[src/hdl/mactp_pkg.sv]
// shared types and constants of the mac address text parser
// depends on nothing; imported by every module of the block
package mactp_pkg;

   localparam int ADDR_W      = 48;
   localparam int OCTET_IDX_W = 3;
   localparam int DIGITS_W    = 2;
   localparam int NIBBLE_W    = 4;
   localparam int CHAR_W      = 8;

   localparam logic [CHAR_W-1:0]   SEPARATOR    = 8'h3A;
   localparam logic [DIGITS_W-1:0] DIGITS_NONE  = 2'd0;
   localparam logic [DIGITS_W-1:0] DIGITS_ONE   = 2'd1;
   localparam logic [DIGITS_W-1:0] DIGITS_TWO   = 2'd2;

   // what one character is
   typedef struct packed {
      logic                is_hex;
      logic                is_colon;
      logic [NIBBLE_W-1:0] nibble;
   } char_class_type;

   // parse state carried between characters
   typedef struct packed {
      logic [OCTET_IDX_W-1:0] octet_index;
      logic [DIGITS_W-1:0]    digits_in_octet;
      logic [ADDR_W-1:0]      address_accumulator;
      logic                   failed;
   } parse_state_type;

endpackage

[src/hdl/mactp_if.sv]
// valid/ready channel interfaces for request and response beats
// depends on mactp_pkg for field widths
interface mactp_req_if import mactp_pkg::*; ();
   logic              valid;
   logic              ready;
   logic [CHAR_W-1:0] character;
   logic              is_final;

   modport source (output valid, output character, output is_final, input ready);
   modport sink   (input valid, input character, input is_final, output ready);
endinterface

interface mactp_rsp_if import mactp_pkg::*; ();
   logic              valid;
   logic              ready;
   logic              success;
   logic [ADDR_W-1:0] address;

   modport source (output valid, output success, output address, input ready);
   modport sink   (input valid, input success, input address, output ready);
endinterface

[src/hdl/mactp_char_class.sv]
// character classifier: hex digit of either case, colon, or other
// depends on mactp_pkg
module mactp_char_class import mactp_pkg::*; (
   input  logic [CHAR_W-1:0] character,
   output char_class_type    char_class
);

   logic [CHAR_W-1:0] offset;

   // decode digit ranges and nibble value
   always_comb begin
      char_class.is_hex   = 1'b0;
      char_class.is_colon = (character == SEPARATOR);
      offset              = '0;
      if (character >= 8'h30 && character <= 8'h39) begin
         char_class.is_hex = 1'b1;
         offset            = character - 8'h30;
      end else if (character >= 8'h41 && character <= 8'h46) begin
         char_class.is_hex = 1'b1;
         offset            = character - 8'h37;
      end else if (character >= 8'h61 && character <= 8'h66) begin
         char_class.is_hex = 1'b1;
         offset            = character - 8'h57;
      end
      char_class.nibble = offset[NIBBLE_W-1:0];
   end

endmodule

[src/hdl/mactp_step.sv]
// next parse state for one character, plus the verdict if it ends the text
// depends on mactp_pkg
module mactp_step import mactp_pkg::*; #(
   parameter int OCTET_COUNT = 6
) (
   input  parse_state_type   state,
   input  char_class_type    char_class,
   output parse_state_type   state_next,
   output logic              success,
   output logic [ADDR_W-1:0] address
);

   localparam logic [OCTET_IDX_W-1:0] LAST_IDX = OCTET_IDX_W'(OCTET_COUNT - 1);

   // per-character update, nothing changes once failed
   always_comb begin
      state_next = state;
      if (!state.failed) begin
         if (char_class.is_hex) begin
            case (state.digits_in_octet)
               DIGITS_NONE: begin
                  state_next.address_accumulator =
                     {state.address_accumulator[ADDR_W-9:0], 4'h0, char_class.nibble};
                  state_next.digits_in_octet = DIGITS_ONE;
               end
               DIGITS_ONE: begin
                  state_next.address_accumulator =
                     {state.address_accumulator[ADDR_W-1:8],
                      state.address_accumulator[3:0], char_class.nibble};
                  state_next.digits_in_octet = DIGITS_TWO;
               end
               default: state_next.failed = 1'b1;
            endcase
         end else if (char_class.is_colon) begin
            if (state.digits_in_octet == DIGITS_NONE || state.octet_index >= LAST_IDX) begin
               state_next.failed = 1'b1;
            end else begin
               state_next.octet_index     = state.octet_index + 1'b1;
               state_next.digits_in_octet = DIGITS_NONE;
            end
         end else begin
            state_next.failed = 1'b1;
         end
      end
   end

   // verdict on the updated state
   assign success = !state_next.failed && state_next.digits_in_octet != DIGITS_NONE
                    && state_next.octet_index == LAST_IDX;
   assign address = success ? state_next.address_accumulator : '0;

endmodule

[src/hdl/mac_address_text_parser.sv]
// The parser takes one text character per beat on req_ch and, on the beat marked
// is_final, gives one response on rsp_ch with success and the 48-bit address
// (first octet most significant, zero when the text is not a valid address of
// OCTET_COUNT colon-separated octets of one or two hex digits). One character is
// taken every clock cycle; the response shows on rsp_ch the cycle after its final
// character. The single response register sets the rate: req_ch stalls only in reset or
// while that register holds a response that rsp_ch has not taken. Depends on mactp_pkg,
// the channel interfaces, mactp_char_class and mactp_step.
module mac_address_text_parser import mactp_pkg::*; #(
   parameter int OCTET_COUNT = 6
) (
   input  logic         clock,
   input  logic         reset,
   mactp_req_if.sink    req_ch,
   mactp_rsp_if.source  rsp_ch
);

   parse_state_type   state_ff, state_in, state_step;
   char_class_type    char_class;
   logic              step_success;
   logic [ADDR_W-1:0] step_address;
   logic              rsp_valid_ff, rsp_valid_in;
   logic              rsp_success_ff, rsp_success_in;
   logic [ADDR_W-1:0] rsp_address_ff, rsp_address_in;
   logic              req_beat;

   mactp_char_class u_char_class (
      .character  (req_ch.character),
      .char_class (char_class)
   );

   mactp_step #(.OCTET_COUNT(OCTET_COUNT)) u_step (
      .state      (state_ff),
      .char_class (char_class),
      .state_next (state_step),
      .success    (step_success),
      .address    (step_address)
   );

   // take a beat whenever the response register is free or being drained
   assign req_ch.ready = !reset && (!rsp_valid_ff || rsp_ch.ready);
   assign req_beat     = req_ch.valid && req_ch.ready;

   // state and response register next values
   always_comb begin
      state_in       = state_ff;
      rsp_valid_in   = rsp_valid_ff && !rsp_ch.ready;
      rsp_success_in = rsp_success_ff;
      rsp_address_in = rsp_address_ff;
      if (req_beat) begin
         if (req_ch.is_final) begin
            state_in       = '0;
            rsp_valid_in   = 1'b1;
            rsp_success_in = step_success;
            rsp_address_in = step_address;
         end else begin
            state_in = state_step;
         end
      end
   end

   // control registers
   always_ff @(posedge clock) begin
      if (reset) begin
         state_ff     <= '0;
         rsp_valid_ff <= 1'b0;
      end else begin
         state_ff     <= state_in;
         rsp_valid_ff <= rsp_valid_in;
      end
   end

   // response payload
   always_ff @(posedge clock) begin
      rsp_success_ff <= rsp_success_in;
      rsp_address_ff <= rsp_address_in;
   end

   assign rsp_ch.valid   = rsp_valid_ff;
   assign rsp_ch.success = rsp_success_ff;
   assign rsp_ch.address = rsp_address_ff;

endmodule

[src/flat_wrapper.sv]
// flat-port wrapper written by rule: the top's interface ports become plain ports
module mac_address_text_parser_flat import mactp_pkg::*;
#(
   parameter int OCTET_COUNT = 6
)
  (clock, reset, req_ch_valid, req_ch_character, req_ch_is_final, req_ch_ready, rsp_ch_valid, rsp_ch_success, rsp_ch_address, rsp_ch_ready);
  mactp_req_if req_ch_i ();
  mactp_rsp_if rsp_ch_i ();
  input  logic clock;
  input  logic reset;
  input wire logic [$bits(req_ch_i.valid)-1:0] req_ch_valid;
  input wire logic [$bits(req_ch_i.character)-1:0] req_ch_character;
  input wire logic [$bits(req_ch_i.is_final)-1:0] req_ch_is_final;
  output wire logic [$bits(req_ch_i.ready)-1:0] req_ch_ready;
  output wire logic [$bits(rsp_ch_i.valid)-1:0] rsp_ch_valid;
  output wire logic [$bits(rsp_ch_i.success)-1:0] rsp_ch_success;
  output wire logic [$bits(rsp_ch_i.address)-1:0] rsp_ch_address;
  input wire logic [$bits(rsp_ch_i.ready)-1:0] rsp_ch_ready;
  assign req_ch_i.valid = req_ch_valid;
  assign req_ch_i.character = req_ch_character;
  assign req_ch_i.is_final = req_ch_is_final;
  assign req_ch_ready = req_ch_i.ready;
  assign rsp_ch_valid = rsp_ch_i.valid;
  assign rsp_ch_success = rsp_ch_i.success;
  assign rsp_ch_address = rsp_ch_i.address;
  assign rsp_ch_i.ready = rsp_ch_ready;
  mac_address_text_parser #(.OCTET_COUNT(OCTET_COUNT)) u_core (.clock(clock), .reset(reset), .req_ch(req_ch_i), .rsp_ch(rsp_ch_i));
endmodule
[config.mk]
export PLATFORM = sky130hd
export DESIGN_NAME = mac_address_text_parser_flat
export DESIGN_NICKNAME = d
export VERILOG_FILES = /design/src/hdl/mactp_pkg.sv /design/src/hdl/mactp_if.sv /design/src/hdl/mactp_char_class.sv /design/src/hdl/mactp_step.sv /design/src/hdl/mac_address_text_parser.sv /design/src/flat_wrapper.sv
export SDC_FILE = /design/constraint.sdc
export NUM_CORES = 1
export LEC_CHECK = 0
export BUFFER_PORTS_ARGS = -buffer_cell sky130_fd_sc_hd__clkbuf_2
export CORE_MARGIN = 4
export CORE_UTILIZATION = 51
export CTS_CLUSTER_SIZE = 12
export DETAILED_ROUTE_END_ITERATION = 10
export PLACE_DENSITY = 0.79
export SLEW_MARGIN = 40
export SYNTH_ARGS = -nofsm -noshare
export SYNTH_HDL_FRONTEND = slang
export SYNTH_SLANG_ARGS = --single-unit
[constraint.sdc]
create_clock -name clock -period 3.2 [get_ports clock]
set_input_delay 0.96 -clock clock [delete_from_list [all_inputs] [get_ports clock]]
set_output_delay 0.96 -clock clock [all_outputs]
set_load 0.03 [all_outputs]
Yosys cells after proc, flatten, opt, wreduce, memory -nomap -nowiden
Index checks and enable logic that the tools add are counted.
Storage, ports and cells
  word-level logic and storage cells: 59
  register bits after elaboration: 104
  output and inout bits: 51
Cells by class
  eq/ne operators: 3
  mux-type cells: 20
  magnitude comparators: 7
  reduce and logical (&&, ||, !) cells: 18
  add/sub/neg operators: 4
Operators by type and width (number)
  54-bit two-way mux: 2
  50-bit case mux with 2 select lines: 1
  48-bit two-way mux: 1
  8-bit by 7-bit >= comparator with 1-bit output (second input constant): 2
  8-bit by 7-bit <= comparator with 1-bit output (second input constant): 2
  4-bit two-way mux: 3
  5-bit two-way mux: 2
  1-bit two-way mux: 9
  8-bit by 6-bit equality test with 1-bit output (second input constant): 1
  8-bit by 6-bit >= comparator with 1-bit output (second input constant): 1
  8-bit by 6-bit <= comparator with 1-bit output (second input constant): 1
  1-bit logical AND: 8
  4-bit by 3-bit subtractor with 4-bit output (second input constant): 2
  1-bit zero test: 4
  4-bit by 1-bit subtractor with 4-bit output (second input constant): 1
  3-bit by 1-bit adder with 3-bit output (second input constant): 1
  3-bit equality test (second input constant): 1
  3-bit >= comparator (second input constant): 1
  3-bit two-way mux: 1
  2-bit by 1-bit equality test with 1-bit output (second input constant): 1
  2-bit zero test: 1
  1-bit logical OR: 2
  2-bit two-way mux: 1
  2-bit AND reduction: 1
  other kinds (2): 2

Depth between registers and ports, before layout
Gate-level depths: netlist of run 1.
  depth in word-level cells: 11
  gate-level depth with buffers: 9
  mapped depth without buffers: 7

By module
Synthesis of run 1 repeated with hierarchy kept, for this count alone.
Unflattened totals
  cells, all modules: 494
  area total of the unflattened synthesis: 5597.9 um^2
Modules (own cells, without submodules)
  mac_address_text_parser: times used 1, area an instance 4053.9 um^2, seq. area each 2572.5 um^2, cells an instance 303
  mactp_step: times used 1, area an instance 1311.3 um^2, seq. area each 0.0 um^2, cells an instance 163
  mactp_char_class: times used 1, area an instance 232.7 um^2, seq. area each 0.0 um^2, cells an instance 28

Worst setup path after synthesis of run 1
OpenSTA, ideal clock, no wires.
  kind: in2reg
  start point: input reset
  end point: register u_core.rsp_address_ff[0], in the netlist u_core.rsp_ch.address[0], enable pin
  cell stages on the path: 3
  required time: 2787 ps
  setup slack: -61 ps
  buffers on the path: 1
  setup time: 413 ps
  data arrival time: 2848 ps
  path through: clkbuf_1 nor3b_1 and2_1
On the way
  longest elaborated chain between the ends: 4
RTL lines
  start: declaration: RTL line flat_wrapper.sv:10  | input logic reset;
  1-bit zero test: RTL line mac_address_text_parser.sv:41  | assign req_ch.ready = !reset && (!rsp_valid_ff || rsp_ch.ready);
  1-bit logical AND: RTL line mac_address_text_parser.sv:41
  1-bit logical AND: RTL line mac_address_text_parser.sv:42  | assign req_beat = req_ch.valid && req_ch.ready;
  2-bit AND reduction (no source line)
  end signal: assignment: RTL line mac_address_text_parser.sv:76  | rsp_address_ff <= rsp_address_in;
  end: declaration: RTL line mac_address_text_parser.sv:24  | logic [ADDR_W-1:0] rsp_address_ff, rsp_address_in;
Every way passes these cells.
A chain may end at the register's enable or synchronous reset.

Worst setup path in the final report of run 1
  start point: input req_ch_character[1]
  end point: register u_core.rsp_address_ff[41], in the netlist u_core.rsp_ch.address[41], data pin
On the way
  longest elaborated chain between the ends: 10
RTL lines
  start: declaration: RTL line flat_wrapper.sv:12  | input wire logic [$bits(req_ch_i.character)-1:0] req_ch_character;
  8-bit by 7-bit >= comparator with 1-bit output or 8-bit by 7-bit <= comparator with 1-bit output (tied branches): RTL line mactp_char_class.sv:21  | end else if (character >= 8'h61 && character <= 8'h66) begin
  1-bit logical AND: RTL line mactp_char_class.sv:21
  1-bit two-way mux: RTL line mactp_char_class.sv:21
  1-bit two-way mux: RTL line mactp_char_class.sv:18  | end else if (character >= 8'h41 && character <= 8'h46) begin
  1-bit two-way mux: RTL line mactp_char_class.sv:15  | if (character >= 8'h30 && character <= 8'h39) begin
  2-bit two-way mux or 1-bit two-way mux (tied branches): RTL line mactp_step.sv:19  | if (char_class.is_hex) begin
  54-bit two-way mux *: RTL line mactp_step.sv:18  | if (!state.failed) begin
  2-bit nonzero test or 1-bit zero test (tied branches): RTL line mactp_step.sv:48  | assign success = !state_next.failed && state_next.digits_in_octet != DIGITS_NONE
  1-bit logical AND: RTL line mactp_step.sv:48
  1-bit logical AND: RTL line mactp_step.sv:49  | && state_next.octet_index == LAST_IDX;
Mark *: on every way between the ends. The rest lies on a longest branch, timed or not.

==> metrics.txt, run 1 <==
# TYPE chip_impl_metric gauge
chip_impl_info{name="synth_ff_type",value="sky130_fd_sc_hd__dfxtp_1"} 1
chip_impl_metric{name="post_synth_mux_area_share",unit="%"} 0
chip_impl_metric{name="maxCapViolCount",unit=""} 0
chip_impl_metric{name="synth_async_sr_flop_share",unit="%"} 0
chip_impl_metric{name="final_net_count",unit=""} 449
chip_impl_metric{name="cts.clk_slew.worst_paths",unit="ps"} 100
chip_impl_info{name="critPathMostFrequentCell",value="sky130_fd_sc_hd__inv_1"} 1
chip_impl_info{name="cts_root_buffer",value="sky130_fd_sc_hd__clkbuf_8"} 1
chip_impl_metric{name="fin_skew",unit="ps"} 14.7
chip_impl_metric{name="grt_max_degree",unit=""} 48
chip_impl_info{name="grt_setup_unrepaired",value="no"} 1
chip_impl_metric{name="fraction_of_the_yosys_area_taken_by_sequential_cells",unit="%"} 60.4
chip_impl_metric{name="clock_sink_count",unit=""} 104
chip_impl_metric{name="cell_count_after_synthesis",unit=""} 366
chip_impl_metric{name="final-instance-count-excl-fill",unit=""} 538
chip_impl_metric{name="grt_first_pass_wirelength",unit="µm"} 14800
chip_impl_metric{name="leak_pwr",unit="nW"} 1.87
chip_impl_metric{name="synth_warnings",unit=""} 0
chip_impl_metric{name="wl_per_cell",unit="µm"} 16.4
chip_impl_metric{name="dp.cells",unit=""} 522
chip_impl_info{name="cp-end-kind",value="flip-flop"} 1
chip_impl_metric{name="final_setup_slack_of_the_worst_path",unit="ps"} 514
chip_impl_metric{name="cp_slowest_stage_delay",unit="ps"} 530
chip_impl_metric{name="fmax",unit="GHz"} 0.372
chip_impl_metric{name="first_pass_detailed_route_iteration_total",unit=""} 5
chip_impl_metric{name="maximum_fanout_along_the_worst_path",unit=""} 47
chip_impl_metric{name="final-max-slew-violation-count",unit=""} 0
chip_impl_metric{name="drt-total-wl",unit="µm"} 8840
chip_impl_metric{name="drt_first_iter_violations",unit=""} 209
chip_impl_metric{name="synth_compound_area_share",unit="%"} 22.1
chip_impl_metric{name="hold_bufs_at_cts",unit=""} 0
chip_impl_metric{name="post-route-min-period",unit="ps"} 2690
chip_impl_metric{name="gr-total-overflow",unit=""} 0
chip_impl_metric{name="postCtsSetupRepairBufs",unit=""} 0
chip_impl_metric{name="postRouteAntennaNets",unit=""} 0
chip_impl_metric{name="final-setup-viol-count",unit=""} 0
chip_impl_metric{name="clk_latency",unit="ps"} 370
chip_impl_metric{name="maximum_count_of_clock_buffers_along_a_single_path",unit=""} 2
chip_impl_metric{name="timing.setup.tns",unit="ps"} 0
chip_impl_info{name="run_status",value="finished, final reports clean"} 1
chip_impl_metric{name="detail_route.drc_violations",unit=""} 0
chip_impl_metric{name="vdd_ir_drop_max",unit="µV"} 232
chip_impl_metric{name="post_route_cells_drive_above_1_share",unit="%"} 22.6
chip_impl_metric{name="yosysUniqueCellTypes",unit=""} 45
chip_impl_info{name="crit_path_top_delay_cell",value="sky130_fd_sc_hd__o311ai_1"} 1
chip_impl_info{name="crit_path_cell_trace",value="clkbuf_2 -> inv_1 -> ha_1 -> inv_1 -> o311ai_1 -> a21o_1 -> or3_1 -> buf_12 -> nor2_1"} 1
chip_impl_metric{name="final_min_period_over_clock_period",unit="%"} 83.9
chip_impl_metric{name="final_cell_area",unit="mm²"} 0.00493
chip_impl_metric{name="yosys.area_share.adder",unit="%"} 2.35
chip_impl_metric{name="antenna_found_initial",unit=""} 0
chip_impl_metric{name="die-area",unit="mm²"} 0.00988
chip_impl_metric{name="total_power",unit="mW"} 2.37
chip_impl_info{name="timing.setup.critical_path_class",value="in2reg"} 1
chip_impl_metric{name="utilization_after_layout",unit="%"} 60.3
chip_impl_metric{name="number_of_enable_type_register_cells_in_the_synthesized_netlist",unit=""} 49
chip_impl_metric{name="placed_cell_area",unit="mm²"} 0.00472
chip_impl_info{name="worst_setup_start_kind",value="input port"} 1
chip_impl_metric{name="cp_data_required_time",unit="ps"} 3320
chip_impl_metric{name="die_x",unit="µm"} 99.4
chip_impl_info{name="largest_family_of_logic_cells_by_synthesized_area",value="compound AO/OA/AOI/OAI gates"} 1
chip_impl_metric{name="clock_tree.htree_level_count",unit=""} 3
chip_impl_metric{name="io_buffer_count",unit=""} 63
chip_impl_metric{name="mappedNetlistNets",unit=""} 387
chip_impl_info{name="cts_tree",value="yes"} 1
chip_impl_metric{name="antenna_cells",unit=""} 0
chip_impl_info{name="min_path_type",value="reg2reg"} 1
chip_impl_metric{name="row_count",unit=""} 33
chip_impl_metric{name="detailed_place_hpwl",unit="µm"} 5780
chip_impl_metric{name="pre_cts_ws",unit="ps"} 224
chip_impl_metric{name="number_of_clock_buffers_inserted_by_tritoncts",unit=""} 9
chip_impl_metric{name="area.growth.synth_to_final",unit="%"} 15.8
chip_impl_metric{name="drt_via_density",unit=""} 5.97
chip_impl_metric{name="globalRouteTotalUtil",unit="%"} 18.6
chip_impl_metric{name="core-area",unit="mm²"} 0.00818
chip_impl_metric{name="final-hold-violation-count",unit=""} 0
chip_impl_metric{name="io_pins",unit=""} 64
chip_impl_metric{name="synth.avg_cell_area",unit="µm²"} 11.6
chip_impl_metric{name="mappedNetlistArea",unit="mm²"} 0.00426
chip_impl_metric{name="post_cts_resize_count",unit=""} 0
chip_impl_metric{name="synthXorXnorAreaFrac",unit="%"} 0.206
chip_impl_metric{name="floorplan.initialDensity",unit="%"} 52.1
chip_impl_info{name="mostFrequentLayoutCell",value="sky130_fd_sc_hd__clkbuf_2"} 1
chip_impl_info{name="layout.cells.most_common_list",value="63 x sky130_fd_sc_hd__clkbuf_2, 55 x sky130_fd_sc_hd__dfxtp_1, 53 x sky130_fd_sc_hd__nor2_1"} 1
chip_impl_metric{name="cp_data_arrival_time",unit="ps"} 2810
chip_impl_metric{name="synth_simple_gate_area_share",unit="%"} 11.5
chip_impl_metric{name="floorplan.die.height",unit="µm"} 99.4
chip_impl_metric{name="p_per_area",unit="mW/mm²"} 480
chip_impl_metric{name="timing.slew.headroom",unit="%"} 62.1
chip_impl_metric{name="worst_slew_pin_slew",unit="ps"} 560
chip_impl_metric{name="vias",unit=""} 3211
chip_impl_metric{name="first_global_vias",unit=""} 2986
chip_impl_metric{name="yosys_register_bits",unit=""} 104
chip_impl_metric{name="globalplace.congestion",unit=""} 0.841
chip_impl_metric{name="hold-worst-slack",unit="ps"} 482
chip_impl_metric{name="nFillCells",unit=""} 692
## per-layer routing
layer  track usage (%)  wire [µm]  up-vias
met5                 0          0        -
met4              7.56        169        0
met3              3.09        485       14
met2              29.1       4220      125
met1              25.9       3960     1549
li1                  -          -     1523
## final cells by class
cell class	instances	area [µm²]	area share, %
sequential	104	2570	52.2
multi-input combinational	231	1550	31.4
timing repair buffer	74	435	8.83
clock buffer	10	149	3.02
tap	105	131	2.66
clock inverter	6	65.1	1.32
inverter	8	30.0	0.609
## flip-flops by register name (all words and copies together) (netlist names)
signal / cells
u_core.rsp_ch.address: 48
u_core.rsp_ch.success: 1
u_core.rsp_ch.valid: 1
u_core.state_ff: 54
## cells in the mapped netlist, drive strengths merged (2+ instances only)
cell type | number | area share, %
inv | 8 | 0.70
nand3 | 7 | 0.82
a22oi | 40 | 7.0
nor2b | 3 | 0.44
clkbuf | 15 | 1.3
a21o | 3 | 0.53
buf | 8 | 1.4
nor2 | 53 | 4.7
a31oi | 3 | 0.44
nand2 | 12 | 1.1
nor3b | 2 | 0.35
nor4b | 4 | 1.1
o311ai | 2 | 0.41
nor3 | 5 | 0.59
o21ai | 6 | 0.70
edfxtp | 49 | 35
ha | 8 | 2.3
o22ai | 2 | 0.29
dfxtp | 55 | 26
and2 | 2 | 0.29
a211o | 2 | 0.41
a22o | 48 | 9.9
a21oi | 10 | 1.2
nand2b | 3 | 0.44
## path summary, 6_finish.rpt
check | slack, ps | cells after the start | startpoint | endpoint
worst max register to register | 970 | 7 | u_core.state_ff[49] | u_core.state_ff[53]
worst min register to register | 480 | 1 | u_core.state_ff[47] | u_core.state_ff[47]
worst min-delay path | 480 | 1 | u_core.state_ff[47] | u_core.state_ff[47]
worst max-delay path | 510 | 9 | req_ch_character[1] | u_core.rsp_ch.address[41]
## critical path, delay by kind of cell
| family | cells | cell delay (ps) |
|---|---|---|
| buf+inv | 4 | 510 |
| fa+ha+maj | 1 | 190 |
| compound gates | 2 | 830 |
| simple gates | 2 | 280 |
## cells by family (layout without fill, tap and decap cells)
group | after synthesis | after routing
XOR/XNOR | 1 | 1
adder cells (fa/ha/maj) | 8 | 8
AND/OR/NAND/NOR | 100 | 100
buffers and inverters | 31 | 98
AO/OA/AOI/OAI | 122 | 122
flip-flops | 104 | 104
## power breakdown
group | internal [mW] | switching, mW
clock network | 0.355 | 0.488
registers | 1.39 | 0.00398
logic | 0.0395 | 0.0909
total | 1.79 | 0.582
Note: power is estimated with default switching activity, not from simulation.
==> inputs of run 2 (changes only) <==
==> constraint.sdc (replaced) <==
create_clock -name clock -period 2.37 [get_ports clock]
set_input_delay 0.711 -clock clock [delete_from_list [all_inputs] [get_ports clock]]
set_output_delay 0.711 -clock clock [all_outputs]
set_load 0.03 [all_outputs]
==> run 2 against run 1 <==
Register-to-register slack got worse by 670 ps. First-iteration DRC count increased by 30%. Non-clock buffer count increased by 18. Largest power group unchanged.
==> metrics.txt, run 2 (same netlist as run 1, synthesis figures left out) <==
# TYPE chip_impl_metric gauge
chip_impl_info{name="cp-end-kind",value="flip-flop"} 1
chip_impl_metric{name="final-hold-violation-count",unit=""} 0
chip_impl_metric{name="worst_hold_path.num_cells",unit=""} 1
chip_impl_metric{name="globalplace.congestion",unit=""} 0.865
chip_impl_metric{name="grt_max_degree",unit=""} 41
chip_impl_metric{name="dp.cells",unit=""} 540
chip_impl_info{name="grt_setup_unrepaired",value="no"} 1
chip_impl_metric{name="core-area",unit="mm²"} 0.00818
chip_impl_metric{name="post_route_cells_drive_above_1_share",unit="%"} 26.2
chip_impl_metric{name="fmax",unit="GHz"} 0.443
chip_impl_metric{name="vias",unit=""} 3261
chip_impl_info{name="layout.cells.most_common_list",value="63 x sky130_fd_sc_hd__clkbuf_2, 55 x sky130_fd_sc_hd__dfxtp_1, 53 x sky130_fd_sc_hd__nor2_1"} 1
chip_impl_metric{name="pre_cts_ws",unit="ps"} -350
chip_impl_metric{name="postCtsSetupRepairBufs",unit=""} 0
chip_impl_info{name="crit-reg2reg-launch",value="u_core.state_ff[49]"} 1
chip_impl_metric{name="detailed_place_hpwl",unit="µm"} 6290
chip_impl_metric{name="drt_via_density",unit=""} 5.87
chip_impl_metric{name="gr-total-overflow",unit=""} 0
chip_impl_metric{name="io_buffer_count",unit=""} 63
chip_impl_metric{name="cp_data_required_time",unit="ps"} 2470
chip_impl_info{name="timing.setup.critical_path_class",value="in2reg"} 1
chip_impl_metric{name="timing.slew.headroom",unit="%"} 67.4
chip_impl_metric{name="floorplan.die.height",unit="µm"} 99.4
chip_impl_info{name="crit_start",value="req_ch_character[0]"} 1
chip_impl_metric{name="floorplan.initialDensity",unit="%"} 52.1
chip_impl_metric{name="drt-total-wl",unit="µm"} 9120
chip_impl_metric{name="maximum_count_of_clock_buffers_along_a_single_path",unit=""} 2
chip_impl_info{name="cts_root_buffer",value="sky130_fd_sc_hd__clkbuf_8"} 1
chip_impl_info{name="run_status",value="finished, final reports clean"} 1
chip_impl_metric{name="drt_first_iter_violations",unit=""} 271
chip_impl_info{name="mostFrequentLayoutCell",value="sky130_fd_sc_hd__clkbuf_2"} 1
chip_impl_metric{name="grt_first_pass_wirelength",unit="µm"} 15200
chip_impl_metric{name="antenna_found_initial",unit=""} 0
chip_impl_metric{name="final_min_period_over_clock_period",unit="%"} 95.3
chip_impl_metric{name="die-area",unit="mm²"} 0.00988
chip_impl_info{name="largest_register",value="u_core.state_ff"} 1
chip_impl_metric{name="wl_per_cell",unit="µm"} 16.4
chip_impl_metric{name="leak_pwr",unit="nW"} 1.94
chip_impl_metric{name="post_cts_resize_count",unit=""} 0
chip_impl_metric{name="final-instance-count-excl-fill",unit=""} 556
chip_impl_metric{name="final-max-slew-violation-count",unit=""} 0
chip_impl_metric{name="postRouteAntennaNets",unit=""} 0
chip_impl_metric{name="fin_skew",unit="ps"} 11.1
chip_impl_metric{name="worst-r2r-cell-count",unit=""} 7
chip_impl_info{name="timing.hold.worst.start",value="u_core.state_ff[48]"} 1
chip_impl_metric{name="p_per_area",unit="mW/mm²"} 603
chip_impl_metric{name="cp_data_arrival_time",unit="ps"} 2360
chip_impl_metric{name="vdd_ir_drop_max",unit="µV"} 278
chip_impl_metric{name="worst-r2r-setup-slack",unit="ps"} 300
chip_impl_info{name="cts_tree",value="yes"} 1
chip_impl_metric{name="post-route-min-period",unit="ps"} 2260
chip_impl_metric{name="io_pins",unit=""} 64
chip_impl_metric{name="antenna_cells",unit=""} 0
chip_impl_info{name="worst_setup_start_kind",value="input port"} 1
chip_impl_metric{name="globalRouteTotalUtil",unit="%"} 18.8
chip_impl_metric{name="number_of_flip_flops_in_the_largest_register",unit=""} 54
chip_impl_metric{name="hold_bufs_at_cts",unit=""} 0
chip_impl_metric{name="number_of_clock_buffers_inserted_by_tritoncts",unit=""} 9
chip_impl_metric{name="final-setup-viol-count",unit=""} 0
chip_impl_metric{name="utilization_after_layout",unit="%"} 62.7
chip_impl_metric{name="row_count",unit=""} 33
chip_impl_metric{name="maxCapViolCount",unit=""} 0
chip_impl_metric{name="detail_route.drc_violations",unit=""} 0
chip_impl_metric{name="clock_tree.htree_level_count",unit=""} 3
chip_impl_metric{name="first_pass_detailed_route_iteration_total",unit=""} 5
chip_impl_metric{name="clk_latency",unit="ps"} 360
chip_impl_metric{name="cts.clk_slew.worst_paths",unit="ps"} 90
chip_impl_metric{name="nFillCells",unit=""} 673
chip_impl_metric{name="worst_slew_pin_slew",unit="ps"} 488
chip_impl_metric{name="maximum_fanout_along_the_worst_path",unit=""} 11
chip_impl_metric{name="first_global_vias",unit=""} 3100
chip_impl_metric{name="final_setup_slack_of_the_worst_path",unit="ps"} 111
chip_impl_metric{name="final_net_count",unit=""} 467
chip_impl_metric{name="area.growth.synth_to_final",unit="%"} 20.3
chip_impl_info{name="min_path_type",value="reg2reg"} 1
chip_impl_metric{name="clock_sink_count",unit=""} 104
chip_impl_metric{name="die_x",unit="µm"} 99.4
## run 2: cell types whose count changed in the layout (fill, tap and decap cells not counted), moves of 2 or more
| cell | previous run | this run |
|---|---|---|
| sky130_fd_sc_hd__buf_12 | 3 | 8 |
| sky130_fd_sc_hd__inv_8 | 2 | 0 |
| sky130_fd_sc_hd__clkinvlp_4 | 0 | 2 |
| sky130_fd_sc_hd__buf_4 | 8 | 21 |
## run 2: power by group
part / leakage, nW / total [mW] / switching (mW) / internal, mW
sequential: 0.954 / 1.89 / 0.00611 / 1.88
combinational: 0.907 / 0.210 / 0.136 / 0.0738
clock: 0.0834 / 0.991 / 0.581 / 0.410
total: 1.94 / 3.09 / 0.724 / 2.37
## run 2: stage by stage
step                TNS [ps]  area (µm²)  hold WS [ps]  power, mW
floorplan                  0        4260           443       2.04
global placement      -14780        4920           457       2.13
detailed placement    -24870        4920           463       2.13
CTS                        0        5090           485       3.10
global route               0        5120           509       3.20
finish                     0        5120           487       3.09
## run 2: routing by layer
layer / vias up / routed length [µm] / global-route usage, % / share of wire, %
li1: 1559 / - / - / -
met1: 1600 / 4130 / 26.1 / 45
met2: 82 / 4400 / 29.4 / 48
met3: 20 / 403 / 3.30 / 4.4
met4: 0 / 193 / 7.46 / 2.1
met5: - / 0 / 0 / 0
## run 2: path summary, 6_finish.rpt
check                                                 end
worst min register to register        u_core.state_ff[48]
worst max register to register   u_core.rsp_ch.address[2]
worst min-delay path                  u_core.state_ff[48]
worst max-delay path            u_core.rsp_ch.address[15]
## run 2: cell type report
cell class              instances  area, µm²  share of cell area [%]
flip-flops and latches        104       2570                    50.2
clock inverters                 5       32.5                   0.635
clock buffers                  11        141                    2.76
inverters                       8       30.0                   0.586
repair buffers                 92        633                    12.4
multi-input cells             231       1580                    30.9
well taps                     105        131                    2.56
## run 2: worst max-delay path, cell delays in order
cell                       delay, ps
sky130_fd_sc_hd__clkbuf_2        120
sky130_fd_sc_hd__inv_1            90
sky130_fd_sc_hd__ha_1            190
sky130_fd_sc_hd__inv_1            70
sky130_fd_sc_hd__o311ai_2        420
sky130_fd_sc_hd__a21oi_2         190
sky130_fd_sc_hd__buf_4           210
sky130_fd_sc_hd__a22oi_1         280
sky130_fd_sc_hd__nor2_1           80
